## config.mk

```make
export PLATFORM = sky130hd
export DESIGN_NAME = progress_weighted_reno_window
export DESIGN_NICKNAME = d
export VERILOG_FILES = /design/src/rtl/pwrw_pkg.sv /design/src/rtl/pwrw_div.sv /design/src/rtl/pwrw_dp.sv /design/src/rtl/pwrw_ctrl.sv /design/src/rtl/progress_weighted_reno_window.sv
export SDC_FILE = /design/constraint.sdc
export NUM_CORES = 2
export LEC_CHECK = 0
export ABC_AREA = 1
export ABC_CLOCK_PERIOD_IN_PS = 22500
export BUFFER_PORTS_ARGS = -buffer_cell sky130_fd_sc_hd__clkbuf_2
export CORE_AREA = 2 2 434 436
export CTS_CLUSTER_SIZE = 20
export DETAILED_ROUTE_END_ITERATION = 16
export DIE_AREA = 0 0 436 438
export PLACE_DENSITY = 0.63
export SLEW_MARGIN = 20
export SYNTH_ARGS = -nofsm -noshare
export SYNTH_HDL_FRONTEND = slang
export SYNTH_SLANG_ARGS = --single-unit
export TNS_END_PERCENT = 100
```

## constraint.sdc

```tcl
create_clock -name i_clk -period 22.5 [get_ports i_clk]
set_clock_uncertainty 0.1 [all_clocks]
set_input_delay 4.5 -clock i_clk [delete_from_list [all_inputs] [get_ports i_clk]]
set_output_delay 4.5 -clock i_clk [all_outputs]
set_load 0.02 [all_outputs]
```

## src/rtl/pwrw_pkg.sv

```systemverilog
package pwrw_pkg;

    // field and register widths
    localparam int CMD_W      = 2;
    localparam int TIME_BITS  = 48;
    localparam int ACK_W      = 16;
    localparam int WIN_W      = 32;
    localparam int SEG_W      = 16;
    localparam int PER_W      = 40;
    localparam int TOT_W      = 40;
    localparam int GAIN_W     = 16;
    localparam int PROG_W     = 17;
    localparam int BYTES_W    = 48;
    localparam int CFG_IDX_W  = 3;
    localparam int CFG_DATA_W = 40;

    // restart window in segments
    localparam int RESTART_SEGS = 10;

    // shared divider: 64-bit dividend, divisor up to cwnd segments << 12
    localparam int DIVD_W = 64;
    localparam int DIVS_W = 44;
    localparam int CNT_W  = $clog2(DIVD_W);
    // increment quotient: 48-bit numerator over a divisor of at least 4096
    localparam int INC_W  = 36;

    localparam logic [PROG_W-1:0] ONE_Q16 = PROG_W'(65536);

    // input command codes
    localparam logic [CMD_W-1:0] CMD_ACK  = 2'd0;
    localparam logic [CMD_W-1:0] CMD_INC  = 2'd1;
    localparam logic [CMD_W-1:0] CMD_LOSS = 2'd2;

    // configuration register indexes
    localparam logic [CFG_IDX_W-1:0] CFG_SEGMENT = 3'd0;
    localparam logic [CFG_IDX_W-1:0] CFG_PERIOD  = 3'd1;
    localparam logic [CFG_IDX_W-1:0] CFG_TOTAL   = 3'd2;
    localparam logic [CFG_IDX_W-1:0] CFG_SLOPE   = 3'd3;
    localparam logic [CFG_IDX_W-1:0] CFG_OFFSET  = 3'd4;

    // register reset values
    localparam logic [SEG_W-1:0]  RST_SEGMENT = SEG_W'(1448);
    localparam logic [PER_W-1:0]  RST_PERIOD  = PER_W'(1000000000);
    localparam logic [TOT_W-1:0]  RST_TOTAL   = TOT_W'(250000000);
    localparam logic [GAIN_W-1:0] RST_SLOPE   = GAIN_W'(16384);
    localparam logic [GAIN_W-1:0] RST_OFFSET  = GAIN_W'(1024);

    typedef enum logic [1:0] {
        DSEL_PROG,
        DSEL_W,
        DSEL_INC
    } t_div_sel;

    typedef enum logic [3:0] {
        S_IDLE,
        S_MUL,
        S_ACC,
        S_DPROG,
        S_WPROG,
        S_GAIN,
        S_MUL2,
        S_DW,
        S_WW,
        S_DI,
        S_WI,
        S_FIN
    } t_state;

    // controller to datapath
    typedef struct packed {
        logic     load;
        logic     mul1;
        logic     acc;
        logic     gain;
        logic     mul2;
        logic     div_start;
        t_div_sel div_sel;
        logic     prog_load;
        logic     w_load;
        logic     inc_load;
        logic     fin;
    } t_dp_cmd;

    // datapath to controller
    typedef struct packed {
        logic [CMD_W-1:0] cmd_code;
        logic             late;
        logic             total_zero;
        logic             slow_start;
        logic             div_done;
        logic             out_free;
    } t_dp_stat;

endpackage

```

## src/rtl/pwrw_div.sv

```systemverilog
module pwrw_div (
    input  logic                         i_clk,
    input  logic                         i_rst_n,
    input  logic                         i_start,
    input  logic [pwrw_pkg::DIVD_W-1:0]  i_dividend,
    input  logic [pwrw_pkg::DIVS_W-1:0]  i_divisor,
    output logic                         o_busy,
    output logic                         o_done,
    output logic [pwrw_pkg::DIVD_W-1:0]  o_quotient
);
    import pwrw_pkg::*;

    logic              r_busy, r_done;
    logic [CNT_W-1:0]  r_cnt;
    logic [DIVD_W-1:0] r_quo;
    logic [DIVS_W-1:0] r_rem;
    logic [DIVS_W-1:0] r_dvs;

    logic [DIVS_W:0]   rem_sh;
    logic [DIVS_W+1:0] diff;
    logic              ge;

    // one restoring step: shift in next dividend bit, try subtract
    always_comb begin
        rem_sh = {r_rem, r_quo[DIVD_W-1]};
        diff   = {1'b0, rem_sh} - {2'b00, r_dvs};
        ge     = ~diff[DIVS_W+1];
    end

    // control
    always_ff @(posedge i_clk) begin
        if (!i_rst_n) begin
            r_busy <= 1'b0;
            r_done <= 1'b0;
            r_cnt  <= '0;
        end else begin
            r_done <= 1'b0;
            if (i_start) begin
                r_busy <= 1'b1;
                r_cnt  <= '0;
            end else if (r_busy) begin
                r_cnt <= r_cnt + 1'b1;
                if (r_cnt == CNT_W'(DIVD_W-1)) begin
                    r_busy <= 1'b0;
                    r_done <= 1'b1;
                end
            end
        end
    end

    // data
    always_ff @(posedge i_clk) begin
        if (i_start) begin
            r_quo <= i_dividend;
            r_rem <= '0;
            r_dvs <= i_divisor;
        end else if (r_busy) begin
            r_quo <= {r_quo[DIVD_W-2:0], ge};
            r_rem <= ge ? diff[DIVS_W-1:0] : rem_sh[DIVS_W-1:0];
        end
    end

    assign o_busy     = r_busy;
    assign o_done     = r_done;
    assign o_quotient = r_quo;

endmodule

```

## src/rtl/pwrw_dp.sv

```systemverilog
module pwrw_dp (
    input  logic                             i_clk,
    input  logic                             i_rst_n,
    // configuration
    input  logic                             i_cfg_wr_en,
    input  logic [pwrw_pkg::CFG_IDX_W-1:0]   i_cfg_index,
    input  logic [pwrw_pkg::CFG_DATA_W-1:0]  i_cfg_data,
    // input word fields
    input  logic [pwrw_pkg::CMD_W-1:0]       i_command,
    input  logic [pwrw_pkg::TIME_BITS-1:0]   i_now_time,
    input  logic [pwrw_pkg::ACK_W-1:0]       i_segments_acked,
    input  logic [pwrw_pkg::WIN_W-1:0]       i_cwnd_in,
    input  logic [pwrw_pkg::WIN_W-1:0]       i_ssthresh_in,
    // control
    input  pwrw_pkg::t_dp_cmd                i_cmd,
    output pwrw_pkg::t_dp_stat               o_stat,
    // result word
    input  logic                             i_m_tready,
    output logic                             o_m_tvalid,
    output logic [pwrw_pkg::WIN_W-1:0]       o_cwnd_out,
    output logic [pwrw_pkg::WIN_W-1:0]       o_ssthresh_out,
    output logic                             o_window_reset,
    output logic [pwrw_pkg::PROG_W-1:0]      o_progress_out
);
    import pwrw_pkg::*;

    // configuration registers
    logic [SEG_W-1:0]  r_seg;
    logic [PER_W-1:0]  r_period;
    logic [TOT_W-1:0]  r_total;
    logic [GAIN_W-1:0] r_slope;
    logic [GAIN_W-1:0] r_offset;

    // flow state
    logic [BYTES_W-1:0]   r_bytes;
    logic [TIME_BITS-1:0] r_last;
    logic [PROG_W-1:0]    r_progress;
    logic                 r_restart;
    logic                 r_out_valid;

    // captured word and intermediates
    logic [CMD_W-1:0]     r_cmd;
    logic [TIME_BITS-1:0] r_now;
    logic [ACK_W-1:0]     r_acked;
    logic [WIN_W-1:0]     r_cwnd;
    logic [WIN_W-1:0]     r_ssth;
    logic [WIN_W-1:0]     r_as;
    logic [GAIN_W+PROG_W-1:0] r_sprod;
    logic                 r_late;
    logic [GAIN_W-1:0]    r_gain;
    logic [WIN_W+GAIN_W-1:0] r_num;
    logic [WIN_W-1:0]     r_w;
    logic [INC_W-1:0]     r_inc;

    // output register
    logic [WIN_W-1:0]  r_o_cwnd;
    logic [WIN_W-1:0]  r_o_ssth;
    logic              r_o_reset;
    logic [PROG_W-1:0] r_o_prog;

    // divider
    logic [DIVD_W-1:0] div_dividend;
    logic [DIVS_W-1:0] div_divisor;
    logic              div_busy, div_done;
    logic [DIVD_W-1:0] div_q;

    pwrw_div u_div (
        .i_clk      (i_clk),
        .i_rst_n    (i_rst_n),
        .i_start    (i_cmd.div_start),
        .i_dividend (div_dividend),
        .i_divisor  (div_divisor),
        .o_busy     (div_busy),
        .o_done     (div_done),
        .o_quotient (div_q)
    );

    // divider operand select
    always_comb begin
        unique case (i_cmd.div_sel)
            DSEL_PROG: begin
                div_dividend = {r_bytes, 16'd0};
                div_divisor  = DIVS_W'(r_total);
            end
            DSEL_W: begin
                div_dividend = DIVD_W'(r_cwnd);
                div_divisor  = DIVS_W'(r_seg);
            end
            DSEL_INC: begin
                div_dividend = DIVD_W'(r_num);
                div_divisor  = {r_w, 12'd0};
            end
            default: begin
                div_dividend = '0;
                div_divisor  = '0;
            end
        endcase
    end

    // phase restart test: elapsed > floor(0.9*period)  <=>  10*elapsed > 9*period
    logic [TIME_BITS-1:0] elapsed;
    logic [TIME_BITS+3:0] ten_e;
    logic [PER_W+3:0]     nine_p;
    always_comb begin
        elapsed = r_now - r_last;
        ten_e   = ({4'd0, elapsed} << 3) + ({4'd0, elapsed} << 1);
        nine_p  = ({4'd0, r_period} << 3) + {4'd0, r_period};
    end

    // saturating byte total
    logic [BYTES_W:0] bytes_sum;
    assign bytes_sum = {1'b0, r_bytes} + (BYTES_W+1)'(r_as);

    // gain = slope*progress/65536 + offset, saturating
    logic [GAIN_W+1:0] gain_sum;
    assign gain_sum = (GAIN_W+2)'(r_sprod[GAIN_W+PROG_W-1:16]) + (GAIN_W+2)'(r_offset);

    // result assembly
    logic [WIN_W:0]       ss_sum;
    logic [INC_W:0]       ca_sum;
    logic [WIN_W-2:0]     half;
    logic [SEG_W:0]       floor2;
    logic [WIN_W-1:0]     n_o_cwnd;
    logic [WIN_W-1:0]     n_o_ssth;
    always_comb begin
        ss_sum   = {1'b0, r_cwnd} + {1'b0, r_as};
        ca_sum   = (INC_W+1)'(r_cwnd) + {1'b0, r_inc};
        half     = r_cwnd[WIN_W-1:1];
        floor2   = {r_seg, 1'b0};
        n_o_cwnd = r_cwnd;
        n_o_ssth = r_ssth;
        unique case (r_cmd)
            CMD_ACK: begin
                if (r_restart)
                    n_o_cwnd = WIN_W'(r_seg) * WIN_W'(RESTART_SEGS);
            end
            CMD_INC: begin
                if (r_cwnd < r_ssth)
                    n_o_cwnd = (ss_sum < {1'b0, r_ssth}) ? ss_sum[WIN_W-1:0] : r_ssth;
                else if (ca_sum[INC_W:WIN_W] != '0)
                    n_o_cwnd = '1;
                else
                    n_o_cwnd = ca_sum[WIN_W-1:0];
            end
            CMD_LOSS: begin
                n_o_ssth = (WIN_W'(half) > WIN_W'(floor2)) ? WIN_W'(half) : WIN_W'(floor2);
            end
            default: ;
        endcase
    end

    // configuration writes and flow state
    always_ff @(posedge i_clk) begin
        if (!i_rst_n) begin
            r_seg       <= RST_SEGMENT;
            r_period    <= RST_PERIOD;
            r_total     <= RST_TOTAL;
            r_slope     <= RST_SLOPE;
            r_offset    <= RST_OFFSET;
            r_bytes     <= '0;
            r_last      <= '0;
            r_progress  <= '0;
            r_restart   <= 1'b0;
            r_out_valid <= 1'b0;
        end else begin
            if (i_cfg_wr_en) begin
                unique case (i_cfg_index)
                    CFG_SEGMENT: r_seg    <= i_cfg_data[SEG_W-1:0];
                    CFG_PERIOD:  r_period <= i_cfg_data[PER_W-1:0];
                    CFG_TOTAL:   r_total  <= i_cfg_data[TOT_W-1:0];
                    CFG_SLOPE:   r_slope  <= i_cfg_data[GAIN_W-1:0];
                    CFG_OFFSET:  r_offset <= i_cfg_data[GAIN_W-1:0];
                    default: ;
                endcase
            end
            if (i_cmd.load)
                r_restart <= 1'b0;
            if (i_cmd.acc) begin
                r_last <= r_now;
                if (r_late) begin
                    r_bytes    <= '0;
                    r_progress <= '0;
                    r_restart  <= 1'b1;
                end else begin
                    r_bytes <= bytes_sum[BYTES_W] ? '1 : bytes_sum[BYTES_W-1:0];
                    if (r_total == '0)
                        r_progress <= ONE_Q16;
                end
            end
            if (i_cmd.prog_load)
                r_progress <= (div_q > DIVD_W'(ONE_Q16)) ? ONE_Q16 : div_q[PROG_W-1:0];
            // output stage
            if (i_cmd.fin)
                r_out_valid <= 1'b1;
            else if (i_m_tready)
                r_out_valid <= 1'b0;
        end
    end

    // word capture and arithmetic steps
    always_ff @(posedge i_clk) begin
        if (i_cmd.load) begin
            r_cmd   <= i_command;
            r_now   <= i_now_time;
            r_acked <= i_segments_acked;
            r_cwnd  <= i_cwnd_in;
            r_ssth  <= i_ssthresh_in;
        end
        if (i_cmd.mul1) begin
            r_as    <= WIN_W'(r_acked) * WIN_W'(r_seg);
            r_sprod <= (GAIN_W+PROG_W)'(r_slope) * (GAIN_W+PROG_W)'(r_progress);
            r_late  <= ((TIME_BITS+4)'(nine_p) < ten_e);
        end
        if (i_cmd.gain)
            r_gain <= gain_sum[GAIN_W+1:GAIN_W] != 2'b00 ? '1 : gain_sum[GAIN_W-1:0];
        if (i_cmd.mul2)
            r_num <= (WIN_W+GAIN_W)'(r_as) * (WIN_W+GAIN_W)'(r_gain);
        if (i_cmd.w_load)
            r_w <= (r_seg == '0 || div_q[WIN_W-1:0] == '0) ? WIN_W'(1) : div_q[WIN_W-1:0];
        if (i_cmd.inc_load)
            r_inc <= div_q[INC_W-1:0];
        if (i_cmd.fin) begin
            r_o_cwnd  <= n_o_cwnd;
            r_o_ssth  <= n_o_ssth;
            r_o_reset <= (r_cmd == CMD_ACK) && r_restart;
            r_o_prog  <= r_progress;
        end
    end

    // status
    always_comb begin
        o_stat.cmd_code   = r_cmd;
        o_stat.late       = r_late;
        o_stat.total_zero = (r_total == '0);
        o_stat.slow_start = (r_cwnd < r_ssth);
        o_stat.div_done   = div_done;
        o_stat.out_free   = !r_out_valid || i_m_tready;
    end

    assign o_m_tvalid     = r_out_valid;
    assign o_cwnd_out     = r_o_cwnd;
    assign o_ssthresh_out = r_o_ssth;
    assign o_window_reset = r_o_reset;
    assign o_progress_out = r_o_prog;

    // progress never exceeds one
    a_prog_range: assert property (@(posedge i_clk) disable iff (!i_rst_n)
        r_progress <= ONE_Q16)
        else $error("progress above one");

    // a finished word never overwrites one still waiting
    a_no_overwrite: assert property (@(posedge i_clk) disable iff (!i_rst_n)
        i_cmd.fin |-> (!r_out_valid || i_m_tready))
        else $error("result overwritten");

    // divider is only started when idle
    a_div_idle: assert property (@(posedge i_clk) disable iff (!i_rst_n)
        i_cmd.div_start |-> !div_busy)
        else $error("divider restarted while busy");

    // a phase restart leaves the byte total cleared
    a_restart_clear: assert property (@(posedge i_clk) disable iff (!i_rst_n)
        (i_cmd.acc && r_late) |=> (r_bytes == '0 && r_progress == '0))
        else $error("restart did not clear totals");

endmodule

```

## src/rtl/pwrw_ctrl.sv

```systemverilog
module pwrw_ctrl (
    input  logic               i_clk,
    input  logic               i_rst_n,
    input  logic               i_s_tvalid,
    output logic               o_s_tready,
    input  pwrw_pkg::t_dp_stat i_stat,
    output pwrw_pkg::t_dp_cmd  o_cmd
);
    import pwrw_pkg::*;

    t_state r_state, n_state;

    // state register
    always_ff @(posedge i_clk) begin
        if (!i_rst_n)
            r_state <= S_IDLE;
        else
            r_state <= n_state;
    end

    // next state and commands
    always_comb begin
        n_state    = r_state;
        o_s_tready = 1'b0;
        o_cmd      = '0;
        o_cmd.div_sel = DSEL_PROG;
        unique case (r_state)
            S_IDLE: begin
                o_s_tready = 1'b1;
                if (i_s_tvalid) begin
                    o_cmd.load = 1'b1;
                    n_state    = S_MUL;
                end
            end
            S_MUL: begin
                o_cmd.mul1 = 1'b1;
                if (i_stat.cmd_code == CMD_ACK)
                    n_state = S_ACC;
                else if (i_stat.cmd_code == CMD_INC && !i_stat.slow_start)
                    n_state = S_GAIN;
                else
                    n_state = S_FIN;
            end
            S_ACC: begin
                o_cmd.acc = 1'b1;
                n_state   = (i_stat.late || i_stat.total_zero) ? S_FIN : S_DPROG;
            end
            S_DPROG: begin
                o_cmd.div_start = 1'b1;
                o_cmd.div_sel   = DSEL_PROG;
                n_state         = S_WPROG;
            end
            S_WPROG: begin
                o_cmd.div_sel = DSEL_PROG;
                if (i_stat.div_done) begin
                    o_cmd.prog_load = 1'b1;
                    n_state         = S_FIN;
                end
            end
            S_GAIN: begin
                o_cmd.gain = 1'b1;
                n_state    = S_MUL2;
            end
            S_MUL2: begin
                o_cmd.mul2 = 1'b1;
                n_state    = S_DW;
            end
            S_DW: begin
                o_cmd.div_start = 1'b1;
                o_cmd.div_sel   = DSEL_W;
                n_state         = S_WW;
            end
            S_WW: begin
                o_cmd.div_sel = DSEL_W;
                if (i_stat.div_done) begin
                    o_cmd.w_load = 1'b1;
                    n_state      = S_DI;
                end
            end
            S_DI: begin
                o_cmd.div_start = 1'b1;
                o_cmd.div_sel   = DSEL_INC;
                n_state         = S_WI;
            end
            S_WI: begin
                o_cmd.div_sel = DSEL_INC;
                if (i_stat.div_done) begin
                    o_cmd.inc_load = 1'b1;
                    n_state        = S_FIN;
                end
            end
            S_FIN: begin
                if (i_stat.out_free) begin
                    o_cmd.fin = 1'b1;
                    n_state   = S_IDLE;
                end
            end
            default: n_state = S_IDLE;
        endcase
    end

endmodule

```

## src/rtl/progress_weighted_reno_window.sv

```systemverilog
// Reno-style congestion window controller with a progress-weighted gain.
// Input stream (s_axis): one word per command; tuser carries the command
// (ack accounting, window increase, loss threshold), tdata the operands.
// Output stream (m_axis): exactly one result word per input word, in order.
// Configuration: i_cfg_wr_en writes i_cfg_data to register i_cfg_index
// (0 segment size, 1 compute period, 2 phase bytes, 3 gain slope,
// 4 gain offset); write only while no word is in flight.
// Loss, slow start and the unused code use no divide, nor does ack accounting
// that restarts the phase or sees zero phase bytes; ack accounting that
// updates progress runs one 64-step divide and congestion avoidance two.
// The next word is taken in the cycle after the result is issued.
// One word is in flight at a time; the shared 64-step restoring divider
// sets the rate. Output words sit in a register, so a new input is taken
// while the previous result waits; a result that finishes while the output
// register is still held by a stalled receiver waits in the controller.
// Synchronous active-low reset restores register defaults, clears the byte
// total, last ack time and progress, and empties the output register.
module progress_weighted_reno_window (
    input  logic         i_clk,
    input  logic         i_rst_n,
    // configuration
    input  logic                             i_cfg_wr_en,
    input  logic [pwrw_pkg::CFG_IDX_W-1:0]   i_cfg_index,
    input  logic [pwrw_pkg::CFG_DATA_W-1:0]  i_cfg_data,
    // input stream
    input  logic         i_s_axis_tvalid,
    output logic         o_s_axis_tready,
    // [47:0] now_time, [63:48] segments_acked, [95:64] cwnd_in, [127:96] ssthresh_in
    input  logic [127:0] i_s_axis_tdata,
    // [1:0] command
    input  logic [pwrw_pkg::CMD_W-1:0]       i_s_axis_tuser,
    // output stream
    output logic         o_m_axis_tvalid,
    input  logic         i_m_axis_tready,
    // [31:0] cwnd_out, [63:32] ssthresh_out, [64] window_reset,
    // [81:65] progress_out, [87:82] zero
    output logic [87:0]  o_m_axis_tdata
);
    import pwrw_pkg::*;

    t_dp_cmd  dp_cmd;
    t_dp_stat dp_stat;

    logic [WIN_W-1:0]  cwnd_out;
    logic [WIN_W-1:0]  ssth_out;
    logic              window_reset;
    logic [PROG_W-1:0] progress_out;

    pwrw_ctrl u_ctrl (
        .i_clk      (i_clk),
        .i_rst_n    (i_rst_n),
        .i_s_tvalid (i_s_axis_tvalid),
        .o_s_tready (o_s_axis_tready),
        .i_stat     (dp_stat),
        .o_cmd      (dp_cmd)
    );

    pwrw_dp u_dp (
        .i_clk            (i_clk),
        .i_rst_n          (i_rst_n),
        .i_cfg_wr_en      (i_cfg_wr_en),
        .i_cfg_index      (i_cfg_index),
        .i_cfg_data       (i_cfg_data),
        .i_command        (i_s_axis_tuser),
        .i_now_time       (i_s_axis_tdata[47:0]),
        .i_segments_acked (i_s_axis_tdata[63:48]),
        .i_cwnd_in        (i_s_axis_tdata[95:64]),
        .i_ssthresh_in    (i_s_axis_tdata[127:96]),
        .i_cmd            (dp_cmd),
        .o_stat           (dp_stat),
        .i_m_tready       (i_m_axis_tready),
        .o_m_tvalid       (o_m_axis_tvalid),
        .o_cwnd_out       (cwnd_out),
        .o_ssthresh_out   (ssth_out),
        .o_window_reset   (window_reset),
        .o_progress_out   (progress_out)
    );

    // pack result word, pad to whole bytes
    assign o_m_axis_tdata = {6'd0, progress_out, window_reset, ssth_out, cwnd_out};

endmodule
```

==> results.md <==
* Slowest cell on crit path: edfxtp_1
* CP Max Fanout at 18
* Initial core utilization at about 45%
* Outcome: finished clean
* DR pass1 iterations at 8
* Crit path kind: flop to flop
* Residual DRC at 0
* Critical path's largest stage delay at between 1000 and 1500 ps
* Hold WS at 357 ps
* Num ports at ~270
* Fraction of layout cells with a size suffix above 1 at 6.12%
* CTS tree: yes
* Vias/cell at between 5 and 6
* Clock transition at path regs at roughly 60 ps
* Hold crit path type: flop to flop
* H-tree depth at 3
* Tmin final at ~7500 ps
* # Post-CTS Setup Buffers at 0
* Cell Area, Synth at approximately 84,000 µm²
* Yosys warning total at 0
* Pin count of the biggest net entering global routing at just over 90
* DP HPWL at 211,000 µm
* WHS Path Cells at 2
* Routed WL at approximately 270,000 µm
* Die ar. at between 150,000 and 200,000 µm²
* Setup TNS Final at 0 ps
* Worst-case reg-to-reg path depth at 26
* Placed inst area at between 80,000 and 90,000 µm²
* Crit-path most repeated cell: inv_1
* Final setup vio count at 0
* Yosys reg bits at 801
* CP arrival at just under 8000 ps
* Critical Path RT at 22,850 ps
* Post-Syn Instances at ~10k
* Antenna-violating nets left at 0
* Async set-reset flop share out of synthesis at 0%
* RSZ-0062 raised after global routing: no
* Area growth syn-to-layout at 8.54%
* Vias in the first global route at about 71k
* Grt ovf at 0
* Die Ht at 438 µm
* Final nets at 12.2k
* Clk Latency, worst-skew pair at about 770 ps
* Count of input and output buffers at around 260
* Row count at ~160
* GRT Total Usage at between 20 and 30%
* Post-synth cell types at 70
* Core box area at around 190,000 µm²
* Final Hold Vio Count at 0
* Number of max-cap violations at 0
* Mean post-synth cell area at ~8.0 µm²
* Drt first-iter violations at roughly 6.5k
* EDFF count, synth at ~500
* Critical path capture point type: flop
* Initial antenna violation count at 16
* First-pass GRT wire length at between 400,000 and 500,000 µm
* Ys flop type: edfxtp_1
* Design area at approximately 91,000 µm²
* Max Freq at about 130 MHz
* Clock root buffer: clkbuf_16
* Hold-fix buffers, CTS at 0
* Sequential area share after synthesis at between 20% and 30%
* Clk sinks at around 800
* CP startpoint kind: flop
* CTS buffer count at between 90 and 100
* Vias at about 70k
* Worst slew margin relative to its limit at approximately 24%
* Gpl congestion at approximately 0.95
* CTS resizes at 0
* Slew @ Worst Pin at around 1100 ps
* Die span in x at approximately 440 µm
* Avg WL per Cell at ~21 µm
* Final Slew Violations at 0
* Final worst path period share at 33.3%
* Max Buffers Root-to-Sink at 3
logic make-up (layout without fill, tap and decap cells):
logic type / after synthesis / in the layout / synth area share [%]
xor gates and xnor gates: 360 / 360 / 3.78
adders and majority gates: 1588 / 1588 / 31.2
buffers and inverters: 2407 / 2556 / 10.9
DFF: 801 / 801 / 25.2
other: 1 / 9 / 0.00449
AOI/OAI and AO/OA: 1766 / 1766 / 11.9
and+or+nand+nor: 3484 / 3484 / 16.9
worst paths after layout:
check                                     start              end  slack [ps]
worst min register to register  u_dp.r_last[10]  u_dp.r_last[10]         360
worst max-delay path               u_dp.r_as[6]   u_dp.r_num[45]       15010
worst min-delay path            u_dp.r_last[10]  u_dp.r_last[10]         360
worst max register to register     u_dp.r_as[6]   u_dp.r_num[45]       15010
through the flow:
stage               worst slack, ps  utilization (%)  std cells
floorplan                     11650                -      10400
global placement              15090             46.8      12900
detailed placement            15190             46.8      12900
CTS                           15080             48.6      13100
global route                  14560             48.6      13100
finish                        15010             48.6      13100
cells in the final DEF (no fill, tap or decap), types with 95 or more instances in the layout:
cell type	instances
nand2_1	2286
inv_1	1975
fa_1	828
a21oi_1	779
ha_1	760
nor2_1	618
o21ai_0	512
edfxtp_1	502
dfxtp_1	299
nand3_1	292
clkbuf_2	260
xor2_1	203
xnor2_1	157
buf_4	133
nand4_1	95
state kept, by name, indices dropped and copies added, names as in the netlist, 36 cells and up:
signal	count
u_dp.r_bytes	48
u_dp.r_inc	36
u_dp.r_last	48
u_dp.r_now	48
u_dp.r_num	48
u_dp.r_period	40
u_dp.r_total	40
u_dp.u_div.o_quotient	64
u_dp.u_div.r_dvs	44
u_dp.u_div.r_rem	44
synthesized netlist by cell type (5+ instances only):
| master | number | share of area, % |
|---|---|---|
| a211oi_1 | 17 | 0.15 |
| or2_2 | 13 | 0.097 |
| a32o_1 | 7 | 0.084 |
| a31oi_1 | 79 | 0.59 |
| a21oi_2 | 11 | 0.12 |
| xor2_1 | 203 | 2.1 |
| o31ai_1 | 28 | 0.25 |
| a21boi_1 | 10 | 0.090 |
| nor2_2 | 6 | 0.045 |
| o21ai_2 | 8 | 0.084 |
| nor4_1 | 50 | 0.37 |
| a32oi_1 | 15 | 0.16 |
| o22ai_1 | 37 | 0.28 |
| a22o_1 | 10 | 0.10 |
| fa_1 | 828 | 20 |
| o21ai_0 | 513 | 3.1 |
| xnor2_1 | 157 | 1.6 |
| o21a_1 | 34 | 0.31 |
| buf_4 | 13 | 0.12 |
| nand3_1 | 292 | 1.7 |
| buf_1 | 6 | 0.027 |
| nand2_2 | 24 | 0.18 |
| clkbuf_1 | 377 | 1.7 |
| nor3_1 | 67 | 0.40 |
| a21o_1 | 23 | 0.21 |
| o211ai_1 | 56 | 0.50 |
| edfxtp_1 | 502 | 18 |
| ha_1 | 760 | 11 |
| nand3b_1 | 7 | 0.063 |
| o21ai_1 | 29 | 0.17 |
| a21oi_1 | 780 | 4.7 |
| dfxtp_1 | 299 | 7.2 |
| a22oi_1 | 19 | 0.17 |
| a21boi_0 | 16 | 0.14 |
| o21bai_1 | 21 | 0.19 |
| buf_2 | 19 | 0.11 |
| inv_1 | 1979 | 8.9 |
| o221ai_1 | 20 | 0.21 |
| a221oi_1 | 7 | 0.073 |
| nor2_1 | 628 | 2.8 |
| nand3_2 | 6 | 0.072 |
| nand2_1 | 2286 | 10 |
| inv_2 | 5 | 0.022 |
| nand4_1 | 95 | 0.71 |
per-layer routing:
metal / vias up / GRT usage (%) / share of wire, %
met5: - / 0 / 0
met4: 0 / 8.84 / 3.3
met3: 453 / 3.98 / 7.9
met2: 2665 / 44.5 / 45
met1: 34600 / 39.8 / 44
li1: 33400 / - / -
critical path: cells and delay by family, from the launching register on:
kind	cells	cell delay [ps]
flops	1	1050
compound gates	9	1730
xor+xnor	1	160
buf+inv	7	450
fa+ha+maj	7	3460
simple gates	2	240
area by class of cell:
type,instances,area [µm²]
Clock buffer,118,2510
Multi-Input combinational cell,7204,53400
Fill cell,18300,95900
Sequential cell,801,21100
Timing Repair Buffer,393,2300
Antenna cell,3,7.51
Tap cell,2495,3120
Inverter,1988,7470
Clock inverter,57,742
Power is not shown: default switching activity piles up to over one toggle a cycle in this logic, so the estimate is an artifact.
